**src/hw/rtl/tsl_pkg.sv**
```systemverilog
// ----------------------------------------------------------------------------
// TVD slope limiter package
// Shared widths, register indexes, limiter codes and fixed-point constants.
// ----------------------------------------------------------------------------
package tsl_pkg;

  localparam int DW         = 32;   // cell value width
  localparam int DIFF_W     = 33;   // exact difference width
  localparam int SL_W       = 34;   // biased slope width
  localparam int PHI_W      = 16;   // limiter value, unsigned Q2.14
  localparam int BIAS_W     = 16;
  localparam int MODE_W     = 2;
  localparam int CFG_IDX_W  = 8;
  localparam int CFG_DATA_W = 16;

  // Ratio divider: one quotient bit per stage, bits 30 down to 0.
  localparam int RQ_W   = 31;
  localparam int RSTEPS = RQ_W;
  // Reciprocal dividers: fifteen quotient bits, one per stage.
  localparam int QW     = 47;
  localparam int QSTEPS = 15;

  localparam int SDLY = RSTEPS - 2;          // slope delay to meet the ratio
  localparam int NSTG = RSTEPS + QSTEPS + 7; // total register stages

  localparam logic [CFG_IDX_W-1:0] CFG_BIAS = 8'd0;
  localparam logic [CFG_IDX_W-1:0] CFG_MODE = 8'd1;

  localparam logic [MODE_W-1:0] MODE_SUPERBEE = 2'd0;
  localparam logic [MODE_W-1:0] MODE_VANLEER  = 2'd1;
  localparam logic [MODE_W-1:0] MODE_MINBEE   = 2'd2;

  localparam logic [PHI_W-1:0] Q_HALF = 16'd8192;
  localparam logic [PHI_W-1:0] Q_ONE  = 16'd16384;
  localparam logic [PHI_W-1:0] Q_TWO  = 16'd32768;
  localparam logic [RQ_W-1:0]  R_LIMIT = 31'd1073741824;
  localparam logic [QW-1:0]    XI_CAP_D = 47'd268435456;  // 2^28

endpackage

```
**src/hw/rtl/tsl_qdiv.sv**
```systemverilog
// ----------------------------------------------------------------------------
// Fraction divider
// Pipelined restoring divider giving fifteen quotient bits of rem0 / den,
// where rem0 < den and the dividend continues with zero bits.
// ----------------------------------------------------------------------------
module tsl_qdiv (
  input  logic                       clk,
  input  logic                       en,
  input  logic [tsl_pkg::QW-1:0]     rem0,
  input  logic [tsl_pkg::QW-1:0]     den,
  output logic [tsl_pkg::QSTEPS-1:0] q
);

  logic [tsl_pkg::QW-1:0]     rem_r [tsl_pkg::QSTEPS];
  logic [tsl_pkg::QW-1:0]     den_r [tsl_pkg::QSTEPS];
  logic [tsl_pkg::QSTEPS-1:0] q_r   [tsl_pkg::QSTEPS];

  for (genvar k = 0; k < tsl_pkg::QSTEPS; k++) begin : g_stage
    logic [tsl_pkg::QW-1:0]     rem_in, den_in;
    logic [tsl_pkg::QSTEPS-1:0] q_in;
    logic [tsl_pkg::QW:0]       t;
    logic                       ge;

    if (k == 0) begin : g_first
      assign rem_in = rem0;
      assign den_in = den;
      assign q_in   = '0;
    end else begin : g_next
      assign rem_in = rem_r[k-1];
      assign den_in = den_r[k-1];
      assign q_in   = q_r[k-1];
    end

    assign t  = {rem_in, 1'b0};
    assign ge = t >= {1'b0, den_in};

    always_ff @(posedge clk) begin
      if (en) begin
        rem_r[k] <= ge ? tsl_pkg::QW'(t - {1'b0, den_in}) : t[tsl_pkg::QW-1:0];
        den_r[k] <= den_in;
        q_r[k]   <= {q_in[tsl_pkg::QSTEPS-2:0], ge};
      end
    end
  end

  assign q = q_r[tsl_pkg::QSTEPS-1];

endmodule

```
**config.mk**
```make
export PLATFORM = sky130hd
export DESIGN_NAME = tsl_qdiv
export DESIGN_NICKNAME = d
export VERILOG_FILES = /design/src/hw/rtl/tsl_pkg.sv /design/src/hw/rtl/tsl_qdiv.sv
export SDC_FILE = /design/constraint.sdc
export NUM_CORES = 2
export LEC_CHECK = 0
export BUFFER_PORTS_ARGS = -buffer_cell sky130_fd_sc_hd__buf_4
export CAP_MARGIN = 15
export CORE_ASPECT_RATIO = 1.5
export CORE_MARGIN = 5
export CORE_UTILIZATION = 60
export CTS_CLUSTER_SIZE = 25
export DETAILED_ROUTE_END_ITERATION = 8
export PLACE_DENSITY = 0.84
export SYNTH_ARGS = -nofsm -noshare
export SYNTH_HDL_FRONTEND = slang
export SYNTH_SLANG_ARGS = --single-unit
```
**constraint.sdc**
```tcl
create_clock -name clk -period 5.2 [get_ports clk]
set_input_delay 0.26 -clock clk [delete_from_list [all_inputs] [get_ports clk]]
set_output_delay 0.26 -clock clk [all_outputs]
set_load 0.03 [all_outputs]
```
# Word level (Yosys, flattened, before mapping)
# Memory sizes are Yosys's and may differ from the RTL's.
# Index checks and enable logic that the tools add are counted.
# op_classes
n_addsub	15
mul	0
div_mod_pow	0
n_lt_le_gt_ge	15
eq_ne	0
shifts	0
n_mux	17
bitwise_logic	0
reduce_logical	0
# op_table
op	count
$ge 48x47->1	15
$mux 47	15
$sub 47x47->47	15
$mux 1	2
# totals
ff_bits	0
latchBits	0
ram_bits	1635
rom_bits	0
in_bits	96
output_inout_bits	15
word_cells	50
mem_count	3
# memory_table
memory	depth	word_bits	rd	rd_clocked_by_memory_dff	write_ports	line_no	rtl
den_r	15	47	14	0	15	tsl_qdiv.sv:15	logic [tsl_pkg::QW-1:0] den_r [tsl_pkg::QSTEPS];
rem_r	15	47	14	0	15	tsl_qdiv.sv:14	logic [tsl_pkg::QW-1:0] rem_r [tsl_pkg::QSTEPS];
q_r	15	15	15	0	15	tsl_qdiv.sv:16	logic [tsl_pkg::QSTEPS-1:0] q_r [tsl_pkg::QSTEPS];

# Longest topological paths before layout
# An unclocked memory read counts as a cell.
# logic_depth
depth_word	3
ltp_mapped	17
mapped_depth_nobuf	14

# Worst setup path after synthesis
# No wires, ideal clock.
# synth_path
path_kind	register -> register
startpoint	memory rem_r[0][329] (netlist name)
endpoint	memory rem_r[1][1] (netlist name) (data pin)
setup_ns	0.260
arrival_time_ns	3.476
required_ns	4.940
path_slack_ns	1.464
path_stages_with_launch	14
n_path_buf	1
period_less_slack_ns	3.736
path_cell_list	edfxtp_1 -> fa_1 -> a21o_1 -> a21oi_1 -> o21ai_0 -> a31oi_1 -> o31ai_1 -> a221o_1 -> o2111ai_1 -> a21oi_1 -> o31a_1 -> nor3_1 -> buf_4 -> mux2_2
# synth_lines
item	line_no
start: declaration	tsl_qdiv.sv:14

==> flow_metrics.env <==
export IMPL_final_area_sq_mm=0.0965
export IMPL_maxSlewViolCount=0
export IMPL_grt_overflow_total=0
export IMPL_gp_congestion=1.01
export IMPL_fmax_ghz=0.204
export IMPL_grt_pass1_wl_um=313000
export IMPL_dieArea_sq_mm=0.154
export IMPL_ctsRootBufferMaster="clkbuf_16"
export IMPL_power_per_cell_area_mw_per_mm2=620
export IMPL_hpwl_um=151000
export IMPL_drtIter0Drc=3471
export IMPL_cts_buffers_inserted=142
export IMPL_fin_worst_skew_ns=0.0255
export IMPL_use_met3_pct=2.76
export IMPL_drtAntennaViolNets=0
export IMPL_grt_start_max_net_pins=180
export IMPL_r2r_end="rem_r[0][285]$_DFFE_PP_"
export IMPL_min_period_ns=4.91
export IMPL_cts_sinks=1436
export IMPL_critical_path_max_fanout=48
export IMPL_ir_drop_mv=0.386
export IMPL_crit_end="rem_r[0][285]$_DFFE_PP_"
export IMPL_clockBufferDepth=3
export IMPL_post_cts_resize_count=0
export IMPL_rsz0062_at_grt="false"
export IMPL_grtUsageMet2_pct=51.1
export IMPL_busiest_layer="met2"
export IMPL_setup_viol=0
export IMPL_yosysSeqAreaShare_pct=49.2
export IMPL_synth_area_leaders="edfxtp_1 49%, ha_1 10%, a21oi_1 4.3%"
export IMPL_synth_top_area_cell="edfxtp_1"
export IMPL_clock_latency_ns=0.80
export IMPL_maxCapViolCount=0
export IMPL_drc_errors=0
export IMPL_synth_top_area_share_pct=49.2
export IMPL_worstRegToRegCells=14
export IMPL_antenna_found_initial=1
export IMPL_grt_pass1_vias=65182
export IMPL_cts_tree="built"
export IMPL_end_kind="register"
export IMPL_use_met1_pct=21.9
export IMPL_async_flop_share_pct=0
export IMPL_worstHoldPathCells=1
export IMPL_htree_levels=4
export IMPL_hold_viol=0
export IMPL_dr_pass1_iters=7
export IMPL_layout_commonest_cell="edfxtp_1"
export IMPL_synth_fp_nets=9151
export IMPL_cp_top_family="compound AO/OA/AOI/OAI gates"
export IMPL_rrSetupSlack_ns=0.29
export IMPL_hold_class="primary input to register"
export IMPL_path_clk_slew_ns=0.06
export IMPL_start_kind="register"
export IMPL_critPathSlowestCell="o31ai_1"
export IMPL_cp_arrival_ns=5.46
export IMPL_synth_edff_count=1436
export IMPL_via_per_inst=5.95
export IMPL_syn_area_sq_mm=0.0876
export IMPL_crit_top_cell="a21oi_1"
export IMPL_syn_instance_count=8337
export IMPL_ios=111
export IMPL_finish_utilization_pct=66.5
export IMPL_core_rowCount=171
export IMPL_coreArea_sq_mm=0.145
export IMPL_ys_dominant_reg_cell="edfxtp_1"
export IMPL_layout_common_cells="1436 x edfxtp_1, 852 x inv_1, 754 x a21oi_1"
export IMPL_worst_path_stages=14
export IMPL_path_cells="fa_1 > a21o_1 > a21oi_1 > nand2b_1 > a21oi_1 > o31ai_1 > o31a_1 > o21a_1 > o21ai_1 > a41o_1 > a21oi_1 > o21a_2 > buf_12 > mux2_2"
export IMPL_drive_gt1_share_pct=7.63
export IMPL_worstPathRequired_ns=5.74
export IMPL_vias=62825
export IMPL_die_x_um=322
export IMPL_crit_buf_inv=1
export IMPL_crit_start="rem_r[0][235]$_SDFFCE_PN0P_"
export IMPL_min_period_over_period_pct=94.5
export IMPL_tightest_slew_ns=0.964
export IMPL_layout_nets=9358
export IMPL_dpl_cell_area_sq_mm=0.0908
export IMPL_setup_tns_ns=0
export IMPL_status="finished clean"
export IMPL_syn2layout_area_growth_pct=10.2
export IMPL_yosys_cell_types_count=86
export IMPL_path_class="register to register"
export IMPL_p_leak_nw=40.6
export IMPL_grtUsageTotal_pct=24.8
export IMPL_wl_um=194000
export IMPL_reg2reg_from="rem_r[0][235]$_SDFFCE_PN0P_"
export IMPL_max_slew_margin_pct=34.1
export IMPL_ys_warn_count=0
export IMPL_wl_per_cell_um=18.4
export IMPL_numPortBuffers=110
export IMPL_die_h_um=478
export IMPL_power_mw=59.9
export IMPL_initial_core_util_pct=60.4
export IMPL_cp_slowest_stage_delay_ns=0.62
export IMPL_synth_seq_cells=1436
export IMPL_avgSynthCellArea_sq_um=10.5
[worst min path at each step]
stage	slack (ns)	startpoint	endpoint
floorplan	0.36	den[0]	den_r[0][0]$_DFFE_PP_
global placement	0.40	q_r[1][4]$_DFFE_PP_	q_r[1][20]$_DFFE_PP_
detailed placement	0.40	q_r[0][92]$_DFFE_PP_	q_r[0][108]$_DFFE_PP_
CTS	0.002	en	rem_r[1][191]$_DFFE_PP_
global route	0.04	en	rem_r[1][191]$_DFFE_PP_
finish	0.03	en	rem_r[1][191]$_DFFE_PP_
[synthesized netlist by cell type (all sizes together) (20+ instances only)]
cell    count
edfxtp   1436
inv       852
a21oi     756
nand2     729
o21ai     709
ha        704
a21o      391
nor2      371
xnor2     345
xor2      250
mux2      199
clkbuf    180
nand4     122
nand3     118
o21bai    117
nand2b    107
nor2b      92
nor3       76
a31oi      73
o21a       70
and3       67
buf        54
and2       47
o31ai      45
a211oi     42
a21boi     26
a221oi     24
nor4       24
o211ai     21
a31o       20
[metal layers]
metal	wire length (um)	share of wire, %
met1	63200	33
met4	13800	7.1
met5	0	0
met2	111000	57
met3	5730	2.9
[worst reg2reg max path, cell delays in order, from the launching register on]
cell,delay [ns]
edfxtp_1,0.45
fa_1,0.48
a21o_1,0.20
a21oi_1,0.21
nand2b_1,0.18
a21oi_1,0.12
o31ai_1,0.62
o31a_1,0.28
o21a_1,0.20
o21ai_1,0.28
a41o_1,0.40
a21oi_1,0.33
o21a_2,0.20
buf_12,0.25
mux2_2,0.46
[through the flow]
step / instances / setup WS [ns] / hold WS [ns]
detailed placement: 10207 / 0.293 / 0.405
CTS: 10564 / 0.262 / 0.00166
global placement: 10207 / 0.315 / 0.400
finish: 10566 / 0.286 / 0.0291
floorplan: 8337 / 1.46 / 0.359
global route: 10566 / 0.182 / 0.0365
[state kept, by name, summed over array words and instances, names as in the netlist]
signal / count
rem_r: 658
den_r: 658
q_r: 120
[kinds of logic after synthesis]
logic type                 count (synthesis)  share of synthesized area, %
adders and majority gates                718                          10.4
and+or+nand+nor                         1840                          9.85
DFF                                     1436                          49.2
xor gates and xnor gates                 595                          5.95
buffers and inverters                   1086                          4.77
muxes                                    205                          2.63
AOI/OAI and AO/OA                       2457                          17.2
[final cells by class]
class	instances	area, sq um
Fill cell	10611	48500
Sequential cell	1436	43100
Multi-Input combinational cell	5815	40400
Clock buffer	173	3730
Inverter	852	3200
Timing Repair Buffer	297	2720
Tap cell	1903	2380
Clock inverter	88	1020
Antenna cell	2	5.00
[timing repair]
action | CTS | global route
setup buffers | 0 | 0
hold endpoints to repair | 94 | 0
hold buffers | 96 | 0
[report_power, final]
part / internal, mW / leakage (nW) / switching (mW)
sequential: 17.7 / 14.1 / 1.73
combinational: 12.9 / 24.2 / 17.1
clock: 6.09 / 2.27 / 4.37
total: 36.6 / 40.6 / 23.2
(Power assumes the default switching activity.)
