<file path="src/hw/rtl/tsl_pkg.sv">
// ----------------------------------------------------------------------------
// TVD slope limiter package
// Shared widths, register indexes, limiter codes and fixed-point constants.
// ----------------------------------------------------------------------------
package tsl_pkg;

  localparam int DW         = 32;   // cell value width
  localparam int DIFF_W     = 33;   // exact difference width
  localparam int SL_W       = 34;   // biased slope width
  localparam int PHI_W      = 16;   // limiter value, unsigned Q2.14
  localparam int BIAS_W     = 16;
  localparam int MODE_W     = 2;
  localparam int CFG_IDX_W  = 8;
  localparam int CFG_DATA_W = 16;

  // Ratio divider: one quotient bit per stage, bits 30 down to 0.
  localparam int RQ_W   = 31;
  localparam int RSTEPS = RQ_W;
  // Reciprocal dividers: fifteen quotient bits, one per stage.
  localparam int QW     = 47;
  localparam int QSTEPS = 15;

  localparam int SDLY = RSTEPS - 2;          // slope delay to meet the ratio
  localparam int NSTG = RSTEPS + QSTEPS + 7; // total register stages

  localparam logic [CFG_IDX_W-1:0] CFG_BIAS = 8'd0;
  localparam logic [CFG_IDX_W-1:0] CFG_MODE = 8'd1;

  localparam logic [MODE_W-1:0] MODE_SUPERBEE = 2'd0;
  localparam logic [MODE_W-1:0] MODE_VANLEER  = 2'd1;
  localparam logic [MODE_W-1:0] MODE_MINBEE   = 2'd2;

  localparam logic [PHI_W-1:0] Q_HALF = 16'd8192;
  localparam logic [PHI_W-1:0] Q_ONE  = 16'd16384;
  localparam logic [PHI_W-1:0] Q_TWO  = 16'd32768;
  localparam logic [RQ_W-1:0]  R_LIMIT = 31'd1073741824;
  localparam logic [QW-1:0]    XI_CAP_D = 47'd268435456;  // 2^28

endpackage

</file>
<file path="src/hw/rtl/tsl_rdiv.sv">
// ----------------------------------------------------------------------------
// Ratio divider
// Pipelined restoring divider for |dl| * 2^14 / |dr|, one quotient bit a stage.
// ----------------------------------------------------------------------------
module tsl_rdiv (
  input  logic                              clk,
  input  logic                              en,
  input  logic [tsl_pkg::DIFF_W-1:0]        an,
  input  logic [tsl_pkg::DIFF_W-1:0]        ad,
  input  logic                              neg,
  output logic [tsl_pkg::RQ_W-1:0]          q,
  output logic                              ovf,
  output logic                              neg_o
);

  logic [tsl_pkg::DIFF_W-1:0] rem_r [tsl_pkg::RSTEPS];
  logic [tsl_pkg::DIFF_W-1:0] den_r [tsl_pkg::RSTEPS];
  logic [tsl_pkg::DIFF_W-1:0] an_r  [tsl_pkg::RSTEPS];
  logic [tsl_pkg::RQ_W-1:0]   q_r   [tsl_pkg::RSTEPS];
  logic                       ovf_r [tsl_pkg::RSTEPS];
  logic                       neg_r [tsl_pkg::RSTEPS];

  // The quotient fits in 31 bits unless |dl| >> 17 is not below |dr|.
  logic [tsl_pkg::DIFF_W-1:0] rem0;
  logic                       ovf0;
  assign rem0 = {17'd0, an[32:17]};
  assign ovf0 = rem0 >= ad;

  for (genvar k = 0; k < tsl_pkg::RSTEPS; k++) begin : g_stage
    localparam int BIT = tsl_pkg::RSTEPS - 1 - k;
    logic [tsl_pkg::DIFF_W-1:0] rem_in, den_in, an_in;
    logic [tsl_pkg::RQ_W-1:0]   q_in;
    logic                       ovf_in, neg_in, nbit, ge;
    logic [tsl_pkg::DIFF_W:0]   t;

    if (k == 0) begin : g_first
      assign rem_in = rem0;
      assign den_in = ad;
      assign an_in  = an;
      assign q_in   = '0;
      assign ovf_in = ovf0;
      assign neg_in = neg;
    end else begin : g_next
      assign rem_in = rem_r[k-1];
      assign den_in = den_r[k-1];
      assign an_in  = an_r[k-1];
      assign q_in   = q_r[k-1];
      assign ovf_in = ovf_r[k-1];
      assign neg_in = neg_r[k-1];
    end

    // Numerator bit BIT of |dl| * 2^14.
    if (BIT >= 14) begin : g_nbit
      assign nbit = an_in[BIT-14];
    end else begin : g_zero
      assign nbit = 1'b0;
    end

    assign t  = {rem_in, nbit};
    assign ge = t >= {1'b0, den_in};

    always_ff @(posedge clk) begin
      if (en) begin
        rem_r[k] <= ge ? tsl_pkg::DIFF_W'(t - {1'b0, den_in}) : t[tsl_pkg::DIFF_W-1:0];
        den_r[k] <= den_in;
        an_r[k]  <= an_in;
        q_r[k]   <= {q_in[tsl_pkg::RQ_W-2:0], ge};
        ovf_r[k] <= ovf_in;
        neg_r[k] <= neg_in;
      end
    end
  end

  assign q     = q_r[tsl_pkg::RSTEPS-1];
  assign ovf   = ovf_r[tsl_pkg::RSTEPS-1];
  assign neg_o = neg_r[tsl_pkg::RSTEPS-1];

endmodule

</file>
<file path="config.mk">
export PLATFORM = sky130hd
export DESIGN_NAME = tsl_rdiv
export DESIGN_NICKNAME = d
export VERILOG_FILES = /design/src/hw/rtl/tsl_pkg.sv /design/src/hw/rtl/tsl_rdiv.sv
export SDC_FILE = /design/constraint.sdc
export NUM_CORES = 2
export LEC_CHECK = 0
export ABC_CLOCK_PERIOD_IN_PS = 11440
export BUFFER_PORTS_ARGS = -buffer_cell sky130_fd_sc_hd__buf_4
export CORE_MARGIN = 5
export CORE_UTILIZATION = 25
export DETAILED_ROUTE_END_ITERATION = 10
export PLACE_DENSITY = 0.47
export SETUP_SLACK_MARGIN = 0.1
export SYNTH_ARGS = -nofsm -noshare
export SYNTH_HDL_FRONTEND = slang
export SYNTH_SLANG_ARGS = --single-unit
</file>
<file path="constraint.sdc">
create_clock -name clk -period 11.44 [get_ports clk]
set_input_delay 2.288 -clock clk [delete_from_list [all_inputs] [get_ports clk]]
set_output_delay 2.288 -clock clk [all_outputs]
set_load 0.005 [all_outputs]
</file>
# --- Word level (Yosys, flattened, before mapping) ---
# Memory sizes are Yosys's and may differ from the RTL's.
# Index checks and enable logic that the tools add are counted.
totals:
  memories: 6
  ramBits: 4092
  wordCells: 102
  rom_bits: 0
  reg_bits: 0
  latchBits: 0
mem_list:
  columns: ["memory", "depth", "width", "read_ports", "rd_clocked_by_memory_dff", "write_ports", "line_no", "source"]
  rows:
  - ["an_r", 31, 33, 30, 0, 31, "tsl_rdiv.sv:18", "logic [tsl_pkg::DIFF_W-1:0] an_r [tsl_pkg::RSTEPS];"]
  - ["den_r", 31, 33, 30, 0, 31, "tsl_rdiv.sv:17", "logic [tsl_pkg::DIFF_W-1:0] den_r [tsl_pkg::RSTEPS];"]
  - ["rem_r", 31, 33, 30, 0, 31, "tsl_rdiv.sv:16", "logic [tsl_pkg::DIFF_W-1:0] rem_r [tsl_pkg::RSTEPS];"]
  - ["q_r", 31, 31, 31, 0, 31, "tsl_rdiv.sv:19", "logic [tsl_pkg::RQ_W-1:0] q_r [tsl_pkg::RSTEPS];"]
  - ["neg_r", 31, 1, 31, 0, 31, "tsl_rdiv.sv:21", "logic neg_r [tsl_pkg::RSTEPS];"]
  - ["ovf_r", 31, 1, 31, 0, 31, "tsl_rdiv.sv:20", "logic ovf_r [tsl_pkg::RSTEPS];"]
op_classes:
  n_bitwise: 0
  div: 0
  n_shift: 0
  n_mux: 33
  n_eq_ne: 0
  n_lt_le_gt_ge: 32
  n_reduce_logical: 0
  addsub: 31
  multipliers: 0
ops:
  columns: ["operator", "count"]
  rows:
  - ["$mux W33", 31]
  - ["$ge A34 B33 Y1", 30]
  - ["$sub A33 B33 Y33", 30]
  - ["$ge A16 B33 Y1", 1]
  - ["$ge A17 B33 Y1", 1]
  - ["$sub A17 B33 Y33", 1]
  - ["$mux W1", 2]

# --- Depth between registers and ports, before layout ---
# An unclocked memory read counts as a cell.
logic_depth:
  ltp_word: 3
  ltp_mapped: 16
  depth_no_buf: 15

# --- Worst setup path before layout ---
# No wires, ideal clock.
synth_timing:
  kind: "in2reg"
  from: "input port ad[1] (netlist name)"
  to: "memory rem_r[0][10] (netlist name) (data pin)"
  path_slack_ns: 6.161
  required_time_ns: 11.180
  t_arrival_ns: 5.019
  n_path_buf: 2
  stages: 14
  path_cell_list: "inv_1 > ha_1 > nor2b_1 > o21a_1 > o21a_1 > o41a_1 > o41a_1 > a21o_1 > a31oi_2 > o2111ai_1 > o211a_1 > buf_2 > buf_2 > mux2_2"
synth_rtl:
  columns: ["element", "line_no", "source"]
  rows:
  - ["start, declared", "tsl_rdiv.sv:9", "input logic [tsl_pkg::DIFF_W-1:0] ad,"]
  - ["end, declared", "tsl_rdiv.sv:16", null]

==> flow_metrics.tcl <==
set metrics [dict create \
    hold_class "flip-flop to flip-flop" \
    final_design_area_no_fill_um2 165000 \
    worst_pin_slew_ns 1.21 \
    post_dp_cell_area_um2 154000 \
    vias_per_cell 4.47 \
    detail-route-antenna-nets 0 \
    ctsLongestPathBuffers 4 \
    reg2reg_depth 14 \
    cts-buffers-inserted 333 \
    timing.final.hold_violations 0 \
    crit_chain "inv_1, ha_1, inv_1, fa_1, a21oi_1, o21ai_0, a211oi_1, nor4_1, o21ai_0, a31oi_1, or2_1, a31oi_4, buf_4, mux2_2" \
    grtUsageTotal_pct 11.2 \
    fp.coreArea_um2 576000 \
    syn_avg_cell_area_um2 11.6 \
    number_of_violations_of_the_max_capacitance_limit 0 \
    layout_cells_sized_above_1_pct 8.65 \
    critPathRequiredTime_ns 12.08 \
    finish.net_count 13800 \
    worst-r2r-setup-slack_ns 6.58 \
    wl_per_cell_um 16.6 \
    synth-edff-count 2674 \
    power_density_nw_per_um2 279 \
    ctsResizeCount 0 \
    drt_drc 0 \
    timing.rr.end "rem_r[3][34]$_DFFE_PP_" \
    rr_startpoint "an_r[3][3]$_DFFE_PP_" \
    worstSetupStartpointType "flip-flop" \
    htree_levels 5 \
    max_clock_freq_mhz 206 \
    max_stage_delay_ns 0.62 \
    syn_inst_count 12400 \
    layout.cells.most_common "edfxtp_1" \
    ioPinCount 102 \
    slew_viol_final 0 \
    area_delta_synth_final_pct 14.5 \
    vias_in_the_first_global_route 91800 \
    first_pass_drt_iterations 5 \
    rsz_0062_raised_after_global_routing "false" \
    place.port_buffers 101 \
    multiInputGateArea_um2 58100 \
    grt_start_max_net_pins 173 \
    cp_slowest_cell "a211oi_1" \
    postRouteWirelength_um 342000 \
    crit_arrival_ns 5.50 \
    grt_remaining_overflow 0 \
    postSynthNetCount 13500 \
    clk_pin_slew_ns 0.06 \
    worst-path-max-fanout 53 \
    clock_skews_ns 0.0821 \
    post_cts_buffers 0 \
    drtIter0Drc 5473 \
    start_util_pct 25.0 \
    die_h_um 770 \
    ir_drop_mv 0.212 \
    run_status "finished, final reports clean" \
    fraction_of_registers_with_async_set_or_reset_after_synthesis_pct 0 \
    place_congestion 0.847 \
    clock_insertion_delay_at_the_later_pin_of_the_skew_report_ns 0.97 \
    ys_seq_elements 2674 \
    most_frequent_cells_in_the_layout "edfxtp_1, inv_1, ha_1" \
    critPathKind "flip-flop to flip-flop" \
    place_ws_ns 5.66 \
    synth-warning-count 0 \
    post-route-min-period_ns 4.86 \
    timing.final.ws_setup_ns 6.58 \
    synthFlopType "edfxtp_1" \
    netlist-cell-type-count 97 \
    cts_num_sinks 2674 \
    cts-hold-fix-buffers 0 \
    finalSetupTns_ns 0 \
    synth-seq-area-share_pct 55.6 \
    number_of_antenna_violations_at_the_first_check_in_global_routing 7 \
    route.vias.total 92300 \
    final_critical_path_share_of_the_clock_period_pct 42.5 \
    setup.worst_path.end_class "flip-flop" \
    setup_viol 0 \
    hpwlAfterDp_um 254000 \
    fillerInstances 59400 \
    worst_slew_margin_rel_pct 17.4 \
    design.die.area_um2 593000 \
    crit_start "an_r[3][3]$_DFFE_PP_" \
    clock_tree.root_cell "clkbuf_16" \
    layout.area.seq_um2 80300 \
    endpoint "rem_r[3][34]$_DFFE_PP_" \
    mappedNetlistArea_um2 144000 \
    tritoncts "done" \
    global_route_wire_length_before_repair_um 532000 \
    core.rowCount 279 \
    die_x_um 770 \
    total_leakage_power_nw 65.1 \
]
==> cell type report <==
| cell class | instances | area share [%] |
|---|---|---|
| antenna | 2 | 0.00303 |
| clock buffer | 384 | 5.17 |
| clock inverter | 219 | 1.37 |
| inverter | 1292 | 2.94 |
| multi-input combinational | 8168 | 35.2 |
| sequential | 2674 | 48.6 |
| tap | 7727 | 5.85 |
| timing repair buffer | 169 | 0.871 |
==> critical path: cells and delay by family, from the launching register on <==
| family | cells | cell delay (ns) |
|---|---|---|
| adders and majority gates | 2 | 0.59 |
| buffers and inverters | 3 | 0.65 |
| muxes | 1 | 0.39 |
| DFF | 1 | 0.36 |
| AOI/OAI and AO/OA | 6 | 2.02 |
| and+or+nand+nor | 2 | 0.55 |
==> metrics by stage <==
stage | total power [W] | hold WS, ns | cells | utilization [%]
floorplan | 0.0305 | 0.400 | 12400 | -
global placement | 0.0358 | 0.400 | 20000 | 26.8
detailed placement | 0.0358 | 0.405 | 20000 | 26.8
CTS | 0.0467 | 0.398 | 20600 | 28.7
global route | 0.0495 | 0.406 | 20600 | 28.7
finish | 0.0460 | 0.396 | 20600 | 28.7
==> power by group <==
group          switching [W]  internal, W  leakage (nW)
sequential           0.00153       0.0143          26.1
combinational         0.0112      0.00855          33.7
clock                0.00429      0.00617          5.25
==> per-layer routing <==
| layer | up-vias | share of wire [%] | global-route usage (%) |
|---|---|---|---|
| li1 | 46100 | - | - |
| met2 | 1312 | 50 | 20.0 |
| met3 | 515 | 3.2 | 1.45 |
| met5 | - | 0 | 0 |
| met1 | 44400 | 44 | 14.0 |
| met4 | 0 | 2.8 | 3.15 |
==> how the worst min path moves through the flow <==
stage / startpoint / end / slack (ns) / cells past startpoint
2_1_floorplan: an_r[0][67]$_DFFE_PP_ / an_r[0][100]$_DFFE_PP_ / 0.40 / 0
3_3_place_gp: q_r[1][13]$_DFFE_PP_ / q_r[1][45]$_DFFE_PP_ / 0.40 / 0
3_5_place_dp: an_r[0][37]$_DFFE_PP_ / an_r[0][70]$_DFFE_PP_ / 0.40 / 0
4_1_cts: q_r[1][311]$_DFFE_PP_ / q_r[1][343]$_DFFE_PP_ / 0.40 / 0
5_1_grt: q_r[1][240]$_DFFE_PP_ / q_r[1][272]$_DFFE_PP_ / 0.41 / 0
6_report: q_r[1][240]$_DFFE_PP_ / q_r[1][272]$_DFFE_PP_ / 0.40 / 0
==> synthesized netlist by cell type (135+ instances only) <==
library cell,instances,share of area (%)
a21oi_1,1012,3.5
o21bai_1,147,0.76
xor2_1,334,2.0
a21o_1,529,2.8
nand4_1,135,0.59
ha_1,1022,8.9
mux2_2,351,2.7
inv_1,1287,3.3
clkbuf_1,203,0.53
nand3_1,203,0.70
nor2_1,693,1.8
nand2_1,846,2.2
o21ai_0,767,2.7
xnor2_1,490,3.0
edfxtp_1,2674,56
==> flip-flops by register name, indices dropped and copies added, names as in the netlist <==
signal / cells
ovf_r: 31
den_r: 990
rem_r: 990
q_r: 496
neg_r: 31
an_r: 136
==> cells by family (layout without fill, tap and decap cells) <==
family | Yosys count | count (layout) | share of synthesized area, %
compound gates | 3299 | 3299 | 14.4
xor+xnor | 824 | 824 | 5.00
fa+ha+maj | 1052 | 1052 | 9.28
buf+inv | 1569 | 2064 | 4.16
flops | 2674 | 2674 | 55.6
mux | 378 | 378 | 2.93
other cells | 0 | 2 | 0
simple gates | 2615 | 2615 | 8.56
Note: power is estimated with default switching activity, not from simulation.
